--- src/dhb_pkg.sv ---
// ----------------------------------------------------------------------------
// dhb_pkg
// Shared types and constants of the dual H-bridge PWM brake controller.
// ----------------------------------------------------------------------------
package dhb_pkg;

   localparam int unsigned DUTY_W = 16;

   typedef enum logic [2:0] {
      OP_SET       = 3'd0,
      OP_BRAKE     = 3'd1,
      OP_TICK      = 3'd2,
      OP_STOP_ALL  = 3'd3,
      OP_BRAKE_ALL = 3'd4
   } opcode_type;

   typedef enum logic [1:0] {
      CSR_DUTY_LOW   = 2'd0,
      CSR_DUTY_MID   = 2'd1,
      CSR_DUTY_FULL  = 2'd2,
      CSR_BRAKE_TIME = 2'd3
   } csr_index_type;

   localparam logic [1:0] DIR_STOP = 2'd0;
   localparam logic [1:0] DIR_FWD  = 2'd1;
   localparam logic [1:0] DIR_BWD  = 2'd2;

   localparam logic [DUTY_W-1:0] DUTY_LOW_RST   = 16'd960;
   localparam logic [DUTY_W-1:0] DUTY_MID_RST   = 16'd1680;
   localparam logic [DUTY_W-1:0] DUTY_FULL_RST  = 16'd2399;
   localparam logic [DUTY_W-1:0] BRAKE_TIME_RST = 16'd150;

   typedef struct packed {
      logic              drive;
      logic [1:0]        dir;
      logic [DUTY_W-1:0] duty;
      logic              brake;
      logic              tick;
   } motor_cmd_type;

endpackage

--- src/dhb_motor.sv ---
// ----------------------------------------------------------------------------
// dhb_motor
// State of one H-bridge: compare values, brake pulse flag and brake timer.
// ----------------------------------------------------------------------------
module dhb_motor (
   input  logic                          clock,
   input  logic                          reset,
   input  dhb_pkg::motor_cmd_type        cmd,
   input  logic [dhb_pkg::DUTY_W-1:0]    duty_full,
   input  logic [dhb_pkg::DUTY_W-1:0]    brake_time,
   output logic [dhb_pkg::DUTY_W-1:0]    a_compare,
   output logic [dhb_pkg::DUTY_W-1:0]    b_compare,
   output logic                          braking
);
   import dhb_pkg::*;

   logic [DUTY_W-1:0] a_ff, a_in;
   logic [DUTY_W-1:0] b_ff, b_in;
   logic [DUTY_W-1:0] elapsed_ff, elapsed_in;
   logic              active_ff, active_in;
   logic              spent_ff, spent_in;

   always_comb begin
      a_in       = a_ff;
      b_in       = b_ff;
      elapsed_in = elapsed_ff;
      active_in  = active_ff;
      spent_in   = spent_ff;
      if (cmd.drive) begin
         active_in  = 1'b0;
         elapsed_in = '0;
         case (cmd.dir)
            DIR_FWD: begin
               a_in     = cmd.duty;
               b_in     = '0;
               spent_in = 1'b0;
            end
            DIR_BWD: begin
               a_in     = '0;
               b_in     = cmd.duty;
               spent_in = 1'b0;
            end
            default: begin
               a_in     = '0;
               b_in     = '0;
               spent_in = 1'b1;
            end
         endcase
      end else if (cmd.brake) begin
         if (!active_ff && !spent_ff) begin
            a_in       = duty_full;
            b_in       = duty_full;
            active_in  = 1'b1;
            elapsed_in = '0;
         end
      end else if (cmd.tick && active_ff) begin
         if (elapsed_ff < brake_time) begin
            elapsed_in = elapsed_ff + 16'd1;
         end
         if (elapsed_in >= brake_time) begin
            a_in      = '0;
            b_in      = '0;
            active_in = 1'b0;
            spent_in  = 1'b1;
         end
      end
   end

   always_ff @(posedge clock) begin
      if (reset) begin
         a_ff       <= '0;
         b_ff       <= '0;
         elapsed_ff <= '0;
         active_ff  <= 1'b0;
         spent_ff   <= 1'b1;
      end else begin
         a_ff       <= a_in;
         b_ff       <= b_in;
         elapsed_ff <= elapsed_in;
         active_ff  <= active_in;
         spent_ff   <= spent_in;
      end
   end

   assign a_compare = a_ff;
   assign b_compare = b_ff;
   assign braking   = active_ff;

endmodule

--- src/dual_hbridge_pwm_brake_control.sv ---
// ----------------------------------------------------------------------------
// dual_hbridge_pwm_brake_control
// Two H-bridge motors driven through four PWM compare values, with brake pulse.
// ----------------------------------------------------------------------------
// The result of an accepted transaction is registered and shown in the next cycle.
// Throughput: one transaction per cycle; the motor state registers are the
// result register, so input stalls only while a result is held by rsp_stall.
// Reset: both motors coast with brake marked done, compare values zero,
// configuration registers at their default values.
module dual_hbridge_pwm_brake_control (
   input  logic                          clock,
   input  logic                          reset,
   input  logic                          req_valid,
   output logic                          req_stall,
   input  logic [2:0]                    req_opcode,
   input  logic                          req_motor_id,
   input  logic [1:0]                    req_direction,
   input  logic [1:0]                    req_speed,
   output logic                          rsp_valid,
   input  logic                          rsp_stall,
   output logic [dhb_pkg::DUTY_W-1:0]    rsp_left_a_compare,
   output logic [dhb_pkg::DUTY_W-1:0]    rsp_left_b_compare,
   output logic [dhb_pkg::DUTY_W-1:0]    rsp_right_a_compare,
   output logic [dhb_pkg::DUTY_W-1:0]    rsp_right_b_compare,
   output logic                          rsp_left_braking,
   output logic                          rsp_right_braking,
   input  logic                          csr_valid,
   output logic                          csr_ready,
   input  logic [1:0]                    csr_index,
   input  logic [dhb_pkg::DUTY_W-1:0]    csr_data
);
   import dhb_pkg::*;

   logic [DUTY_W-1:0] duty_low_ff, duty_mid_ff, duty_full_ff, brake_time_ff;
   logic              rsp_valid_ff, rsp_valid_in;
   logic              accept;
   logic [DUTY_W-1:0] level_duty;
   motor_cmd_type     left_cmd, right_cmd;

   assign csr_ready = 1'b1;

   always_ff @(posedge clock) begin
      if (reset) begin
         duty_low_ff   <= DUTY_LOW_RST;
         duty_mid_ff   <= DUTY_MID_RST;
         duty_full_ff  <= DUTY_FULL_RST;
         brake_time_ff <= BRAKE_TIME_RST;
      end else if (csr_valid) begin
         case (csr_index_type'(csr_index))
            CSR_DUTY_LOW:   duty_low_ff   <= csr_data;
            CSR_DUTY_MID:   duty_mid_ff   <= csr_data;
            CSR_DUTY_FULL:  duty_full_ff  <= csr_data;
            CSR_BRAKE_TIME: brake_time_ff <= csr_data;
            default: ;
         endcase
      end
   end

   assign req_stall = rsp_valid_ff && rsp_stall;
   assign accept    = req_valid && !req_stall;

   always_comb begin
      case (req_speed)
         2'd2:    level_duty = duty_mid_ff;
         2'd3:    level_duty = duty_full_ff;
         default: level_duty = duty_low_ff;
      endcase
   end

   always_comb begin
      left_cmd       = '0;
      right_cmd      = '0;
      left_cmd.dir   = req_direction;
      right_cmd.dir  = req_direction;
      left_cmd.duty  = level_duty;
      right_cmd.duty = level_duty;
      if (accept) begin
         case (opcode_type'(req_opcode))
            OP_SET: begin
               left_cmd.drive  = !req_motor_id;
               right_cmd.drive = req_motor_id;
            end
            OP_BRAKE: begin
               left_cmd.brake  = !req_motor_id;
               right_cmd.brake = req_motor_id;
            end
            OP_TICK: begin
               left_cmd.tick  = 1'b1;
               right_cmd.tick = 1'b1;
            end
            OP_STOP_ALL: begin
               left_cmd.drive  = 1'b1;
               right_cmd.drive = 1'b1;
               left_cmd.dir    = DIR_STOP;
               right_cmd.dir   = DIR_STOP;
            end
            OP_BRAKE_ALL: begin
               left_cmd.brake  = 1'b1;
               right_cmd.brake = 1'b1;
            end
            default: ;
         endcase
      end
   end

   dhb_motor u_left (
      .clock      (clock),
      .reset      (reset),
      .cmd        (left_cmd),
      .duty_full  (duty_full_ff),
      .brake_time (brake_time_ff),
      .a_compare  (rsp_left_a_compare),
      .b_compare  (rsp_left_b_compare),
      .braking    (rsp_left_braking)
   );

   dhb_motor u_right (
      .clock      (clock),
      .reset      (reset),
      .cmd        (right_cmd),
      .duty_full  (duty_full_ff),
      .brake_time (brake_time_ff),
      .a_compare  (rsp_right_a_compare),
      .b_compare  (rsp_right_b_compare),
      .braking    (rsp_right_braking)
   );

   assign rsp_valid_in = accept || (rsp_valid_ff && rsp_stall);

   always_ff @(posedge clock) begin
      if (reset) begin
         rsp_valid_ff <= 1'b0;
      end else begin
         rsp_valid_ff <= rsp_valid_in;
      end
   end

   assign rsp_valid = rsp_valid_ff;

endmodule

--- config.mk ---
export PLATFORM = sky130hd
export DESIGN_NAME = dual_hbridge_pwm_brake_control
export DESIGN_NICKNAME = d
export VERILOG_FILES = /design/src/dhb_pkg.sv /design/src/dhb_motor.sv /design/src/dual_hbridge_pwm_brake_control.sv
export SDC_FILE = /design/constraint.sdc
export NUM_CORES = 1
export LEC_CHECK = 0
export ABC_AREA = 1
export BUFFER_PORTS_ARGS = -buffer_cell sky130_fd_sc_hd__buf_2
export CAP_MARGIN = 10
export CORE_MARGIN = 1
export CORE_UTILIZATION = 39
export CTS_CLUSTER_DIAMETER = 150
export DETAILED_ROUTE_END_ITERATION = 16
export REMOVE_ABC_BUFFERS = 1
export SYNTH_ARGS = -nofsm -noshare
export SYNTH_HDL_FRONTEND = slang
export SYNTH_SLANG_ARGS = --single-unit
export TNS_END_PERCENT = 30
--- constraint.sdc ---
create_clock -name clock -period 3.6 [get_ports clock]
set_input_delay 0.72 -clock clock [delete_from_list [all_inputs] [get_ports clock]]
set_output_delay 0.72 -clock clock [all_outputs]
set_load 0.01 [all_outputs]
Word-level counts from Yosys, hierarchy flattened --
Index checks and enable logic that the tools add are counted.
Cells by class: reductions and logical operators 43, equality and inequality tests 19, $lt $le $gt $ge 4, $add $sub $neg 2, muxes and demuxes 59
Operators by type and width (count):
- $mux W16 | 30
- $add A16 B1 Y16 const B | 2
- $ge A16 B16 Y1 | 2
- $lt A16 B16 Y1 | 2
- $pmux W16 S2 | 1
- $mux W1 | 19
- $reduce_and A3 Y1 | 6
- $reduce_bool A2 Y1 | 8
- $eq A2 B2 Y1 const B | 6
- $reduce_and A2 Y1 | 6
- $reduce_bool A3 Y1 | 4
- $ne A2 B1 Y1 const B | 4
- $pmux W1 S2 | 4
- $reduce_or A2 Y1 | 4
- $eq A2 B1 Y1 const B | 3
- $eq A3 B2 Y1 const B | 2
- $logic_and A1 B1 Y1 | 6
- $logic_not A1 Y1 | 6
- $mux W2 | 3
- $mux W3 | 2
- $ne A3 B1 Y1 const B | 2
- $eq A3 B1 Y1 const B | 1
- $eq A3 B3 Y1 const B | 1
- $logic_not A3 Y1 | 1
- 2 further kinds | 2
Storage, ports and cells: bits in registers 165, output and inout bits 69

Longest topological paths before layout --
depth in word-level cells 13, mapped depth 27, depth with buffers taken out 26

Modules after synthesis --
A second synthesis with hierarchy kept.
Second synthesis, totals: cell total of the unflattened synthesis 1765, area total of the unflattened synthesis 10990.5 um^2
Modules (own cells, without submodules):
- dhb_motor | seq. area each 1001.0 um^2, area each 4058.9 um^2, instances 2, cells an instance 668
- dual_hbridge_pwm_brake_control | seq. area each 1301.2 um^2, area each 2872.8 um^2, instances 1, cells an instance 429

Worst setup path after synthesis --
OpenSTA, ideal clock, no wires.
kind reg2reg, from reg brake_time_ff[9], to reg u_left.spent_ff, path slack 0.409 ns, data arrival time 3.065 ns, library setup time 0.126 ns, required time 3.474 ns, period minus slack after synthesis 3.191 ns, cell stages (with the launch flop) 24, path buffers 2, cells stage by stage dfxtp_1 > inv_1 > ha_1 > nand2_1 > inv_1 > o21ai_1 > a21oi_1 > nor2_1 > clkbuf_1 > nand3_1 > nand2_1 > inv_1 > ha_1 > nand2_1 > inv_1 > o21bai_1 > nand2_1 > a21oi_1 > nand3_1 > nand2_1 > buf_2 > nand2_1 > o21ai_0 > nand2_1
Between the ends: longest elaborated chain between the ends 8
Ends and longest elaborated chain:
- start: declaration | line dual_hbridge_pwm_brake_control.sv:34 | logic [DUTY_W-1:0] duty_low_ff, duty_mid_ff, duty_full_ff, brake_time_ff;
- start signal: assignment | line dual_hbridge_pwm_brake_control.sv:53 | CSR_BRAKE_TIME: brake_time_ff <= csr_data;
- $lt A16 B16 Y1 | line dhb_motor.sv:57 | if (elapsed_ff < brake_time) begin
- $mux W16 | line dhb_motor.sv:57
- $mux W16 | line dhb_motor.sv:56 | end else if (cmd.tick && active_ff) begin
- $mux W16 | line dhb_motor.sv:49 | end else if (cmd.brake) begin
- $mux W16 | line dhb_motor.sv:29 | if (cmd.drive) begin
- $ge A16 B16 Y1 * | line dhb_motor.sv:60 | if (elapsed_in >= brake_time) begin
- $reduce_bool A2 Y1 (no line) *
- $reduce_and A3 Y1 (no line) *
- end signal: assignment | line dhb_motor.sv:81 | spent_ff <= spent_in;
- end: declaration | line dhb_motor.sv:21 | logic spent_ff, spent_in;
Every way passes the cells marked *; elsewhere a longest branch is shown, timed or not. The select of a mux whose other input is x is not followed. A chain may end at the register's enable or synchronous reset.

Worst setup path after layout --
from reg brake_time_ff[9], to reg u_right.a_ff[3] (netlist: u_right.a_compare[3])
Between the ends: longest elaborated chain between the ends 8
Ends and longest elaborated chain:
- $lt A16 B16 Y1 | line dhb_motor.sv:57
- $mux W16 | line dhb_motor.sv:57
- $mux W16 | line dhb_motor.sv:56
- $mux W16 | line dhb_motor.sv:49
- $mux W16 | line dhb_motor.sv:29
- $ge A16 B16 Y1 * | line dhb_motor.sv:60
- $reduce_bool A3 Y1 (no line) *
- $reduce_and A3 Y1 (no line) *
- end signal: assignment | line dhb_motor.sv:77 | a_ff <= a_in;
- end: declaration | line dhb_motor.sv:17 | logic [DUTY_W-1:0] a_ff, a_in;
Marks and branches as above.

==> flow_summary.yaml <==
cells_and_area:
  final_nets: 1751
  most-common-layout-cells: "330 x nand2_1, 242 x nor2_1, 165 x dfxtp_1"
  area_growth_pct: 17.5
  drive_gt1_share_pct: 14.6
  layout_commonest_cell: "nand2_1"
  n_antenna_cell: 0
  fill_cells: 2650
  design_area_sq_um: 11900
  instances_no_fill: 1997
place:
  gp_congestion: 0.918
  pre_cts_slack_ps: 109
  place_area_sq_um: 11100
  portBuffers: 98
  placed_cells: 1954
  dp_hpwl_microns: 22100
hold_path:
  holdPathEnd: "duty_low_ff[11]$_SDFFE_PP0P_"
  hp-class: "reg2reg"
  min_from: "duty_low_ff[11]$_SDFFE_PP0P_"
  worstHoldPathCells: 2
setup_path:
  r2r_start: "brake_time_ff[9]$_SDFFE_PP0P_"
  r2r-end: "u_right.a_compare[3]$_SDFFE_PP0P_"
  reg2reg_slack_ps: 240
  crit_path_frequent_cell: "nand2_1"
  timing_worst_setup_path_type: "reg2reg"
  crit_path_start_kind: "register"
  crit_buf_inv: 6
  arrival_ps: 3690
  cp_max_fo: 16
  reg2reg_depth: 21
  cp-end-kind: "register"
  slowest_stage: "dfxtp_1"
  crit_family: "simple AND/OR/NAND/NOR gates"
  critPathMaxStageDelay_ps: 320
  crit_chain: "inv_2 > ha_1 > nand2_1 > inv_1 > o21bai_1 > a21oi_1 > nor2_2 > buf_4 > nand3_1 > nand2_1 > inv_1 > ha_1 > nand4_1 > nor3_4 > nand3_4 > nand4_4 > buf_12 > clkbuf_16 > nand3_1 > nand2_1 > nor2_1"
  worstPathRequired_ps: 3930
synthesis:
  synth_warnings: 0
  ys.flop_type: "dfxtp_1"
  synth_cell_types: 40
  async_flop_share_pct: 0
  avgSynthCellArea_sq_um: 6.56
  ys_seq_elements: 165
  synth.yosys.seq_area_share_pct: 32.6
  synthesis.area_sq_um: 10100
  postSynthCellCount: 1545
  synth-edff-count: 0
clocking:
  clk_pin_slew_worst_paths_ps: 70
  cts_max_path_buffers: 2
  clock_latency_ps: 440
  htree_levels: 4
  cts-root-buf: "clkbuf_16"
  hold_buffers: 0
  cts_sinks: 165
  cts_inserted_buffers: 17
  cts_tree: "built"
detailed_routing:
  final_antenna_net_count: 0
  avgRoutedWirePerCell_microns: 15.6
  drt-total-wl_microns: 31100
  via_per_inst: 5.17
  vias: 10300
  first_pass_iters: 5
  route.detailed.drc: 0
  drt-initial-drc-count: 704
power:
  power.density_nw_per_um2: 372
  p_leak_nw: 5.65
  ir_worst_vdd_mv: 0.288
  p_total_w: 0.00443
global_route:
  grt_use_total_pct: 23.0
  grt_use_met1_pct: 30.6
  grt_busiest_layer: "met2"
  antenna_found_initial: 0
  grt_pass1_wl_microns: 48500
  use_met2_pct: 37.9
  grt_max_degree: 66
  met3_usage_pct: 3.30
  grt_pass1_vias: 9315
  overflow: 0
sta:
  final-max-slew-violation-count: 0
  relSlewSlack_pct: 45.7
  tns_ps: 0
  finalSetupViolCount: 0
  max_freq_mhz: 297
  finalClockSkew_ps: 12.3
  period_minus_slack_ps: 3360
  finalCritPeriodShare_pct: 93.4
  setup_slack_ps: 238
  finalHoldViolCount: 0
  tightest_slew_ps: 811
die:
  fp.dieH_microns: 163
  start_util_pct: 40.0
  die_x_microns: 163
  rows: 58
  io_pins: 100
  core_sq_um: 25300
  die_area_sq_um: 26600
status:
  status: "completed"
flow_run:
  maxCapViolations: 0
==> logic make-up after synthesis <==
kind of cell             Yosys count  share of synthesized area (%)
other                              1                         0.0370
XOR/XNOR                          16                           1.38
AND/OR/NAND/NOR                  808                           34.0
flip-flops                       165                           32.6
adder cells (fa/ha/maj)           66                           8.15
buffers and inverters            225                           9.31
AO/OA/AOI/OAI                    264                           14.5
==> timing repair <==
item                                    in CTS  in global routing
resized for setup                            0                 24
setup buffers                                0                  8
hold endpoints to repair                     0                  0
endpoints found under the setup margin       0                 63
==> where the power goes <==
group | internal [W] | total (W) | switching (W)
combinational | 0.000193 | 0.000575 | 0.000381
clock | 0.00107 | 0.00193 | 0.000862
sequential | 0.00189 | 0.00192 | 0.0000302
total | 0.00315 | 0.00443 | 0.00127
==> state kept, by name, summed over array words and instances (netlist names) <==
signal              flops
brake_time_ff          16
duty_full_ff           16
duty_low_ff            16
duty_mid_ff            16
u_left.a_compare       16
u_left.b_compare       16
u_left.elapsed_ff      16
u_right.a_compare      16
u_right.b_compare      16
u_right.elapsed_ff     16
rsp_valid               1
u_left.braking          1
u_left.spent_ff         1
u_right.braking         1
u_right.spent_ff        1
==> Yosys cell counts, types with 15 or more instances <==
library cell,number,area share [%]
nand2_1,332,12
nor2_1,244,9.0
dfxtp_1,165,33
nand3_1,164,8.1
a21oi_1,156,7.7
inv_1,147,5.4
ha_1,66,8.2
o21ai_0,57,2.8
clkbuf_1,32,1.2
nand4_1,21,1.3
buf_2,20,0.99
nor3_1,15,0.74
==> routing by layer <==
metal  wire [microns]  part of all wire (%)
met1            14600                    47
met2            14300                    46
met3             1580                   5.1
met4              648                   2.1
met5                0                     0
==> worst max path at each step <==
stage / startpoint / to / slack (ps) / cells after the start
final: brake_time_ff[9]$_SDFFE_PP0P_ / u_right.a_compare[3]$_SDFFE_PP0P_ / 240 / 21
after CTS: brake_time_ff[9]$_SDFFE_PP0P_ / u_left.braking$_SDFFE_PP0P_ / 80 / 20
after global placement: brake_time_ff[9]$_SDFFE_PP0P_ / u_right.a_compare[6]$_SDFFE_PP0P_ / 180 / 22
after global routing: brake_time_ff[7]$_SDFFE_PP1P_ / u_right.a_compare[15]$_SDFFE_PP0P_ / -40 / 20
after detailed placement: brake_time_ff[3]$_SDFFE_PP0P_ / u_right.a_compare[8]$_SDFFE_PP0P_ / 110 / 22
after floorplan: brake_time_ff[9]$_SDFFE_PP0P_ / u_right.a_compare[0]$_SDFFE_PP0P_ / -340 / 20
==> worst min-delay path: stages, from the launching register on <==
cell and delay, ps:
dfxtp_1 300, inv_1 60, a21oi_1 50
==> final cells by class <==
class / instances / area, sq um / area share (%)
well taps: 330 / 413 / 3.47
clock buffers: 19 / 443 / 3.72
flip-flops and latches: 165 / 3300 / 27.8
multi-input cells: 1156 / 5980 / 50.3
inverters: 159 / 601 / 5.05
clock inverters: 13 / 159 / 1.34
repair buffers: 155 / 1000 / 8.42
==> per-stage QoR <==
stage / hold slack, ps / util (%)
final: 460 / 47.0
after global routing: 480 / 47.0
after CTS: 462 / 46.2
after detailed placement: 451 / 43.8
after global placement: 445 / 43.8
after floorplan: 431 / -
(Power assumes the default switching activity.)
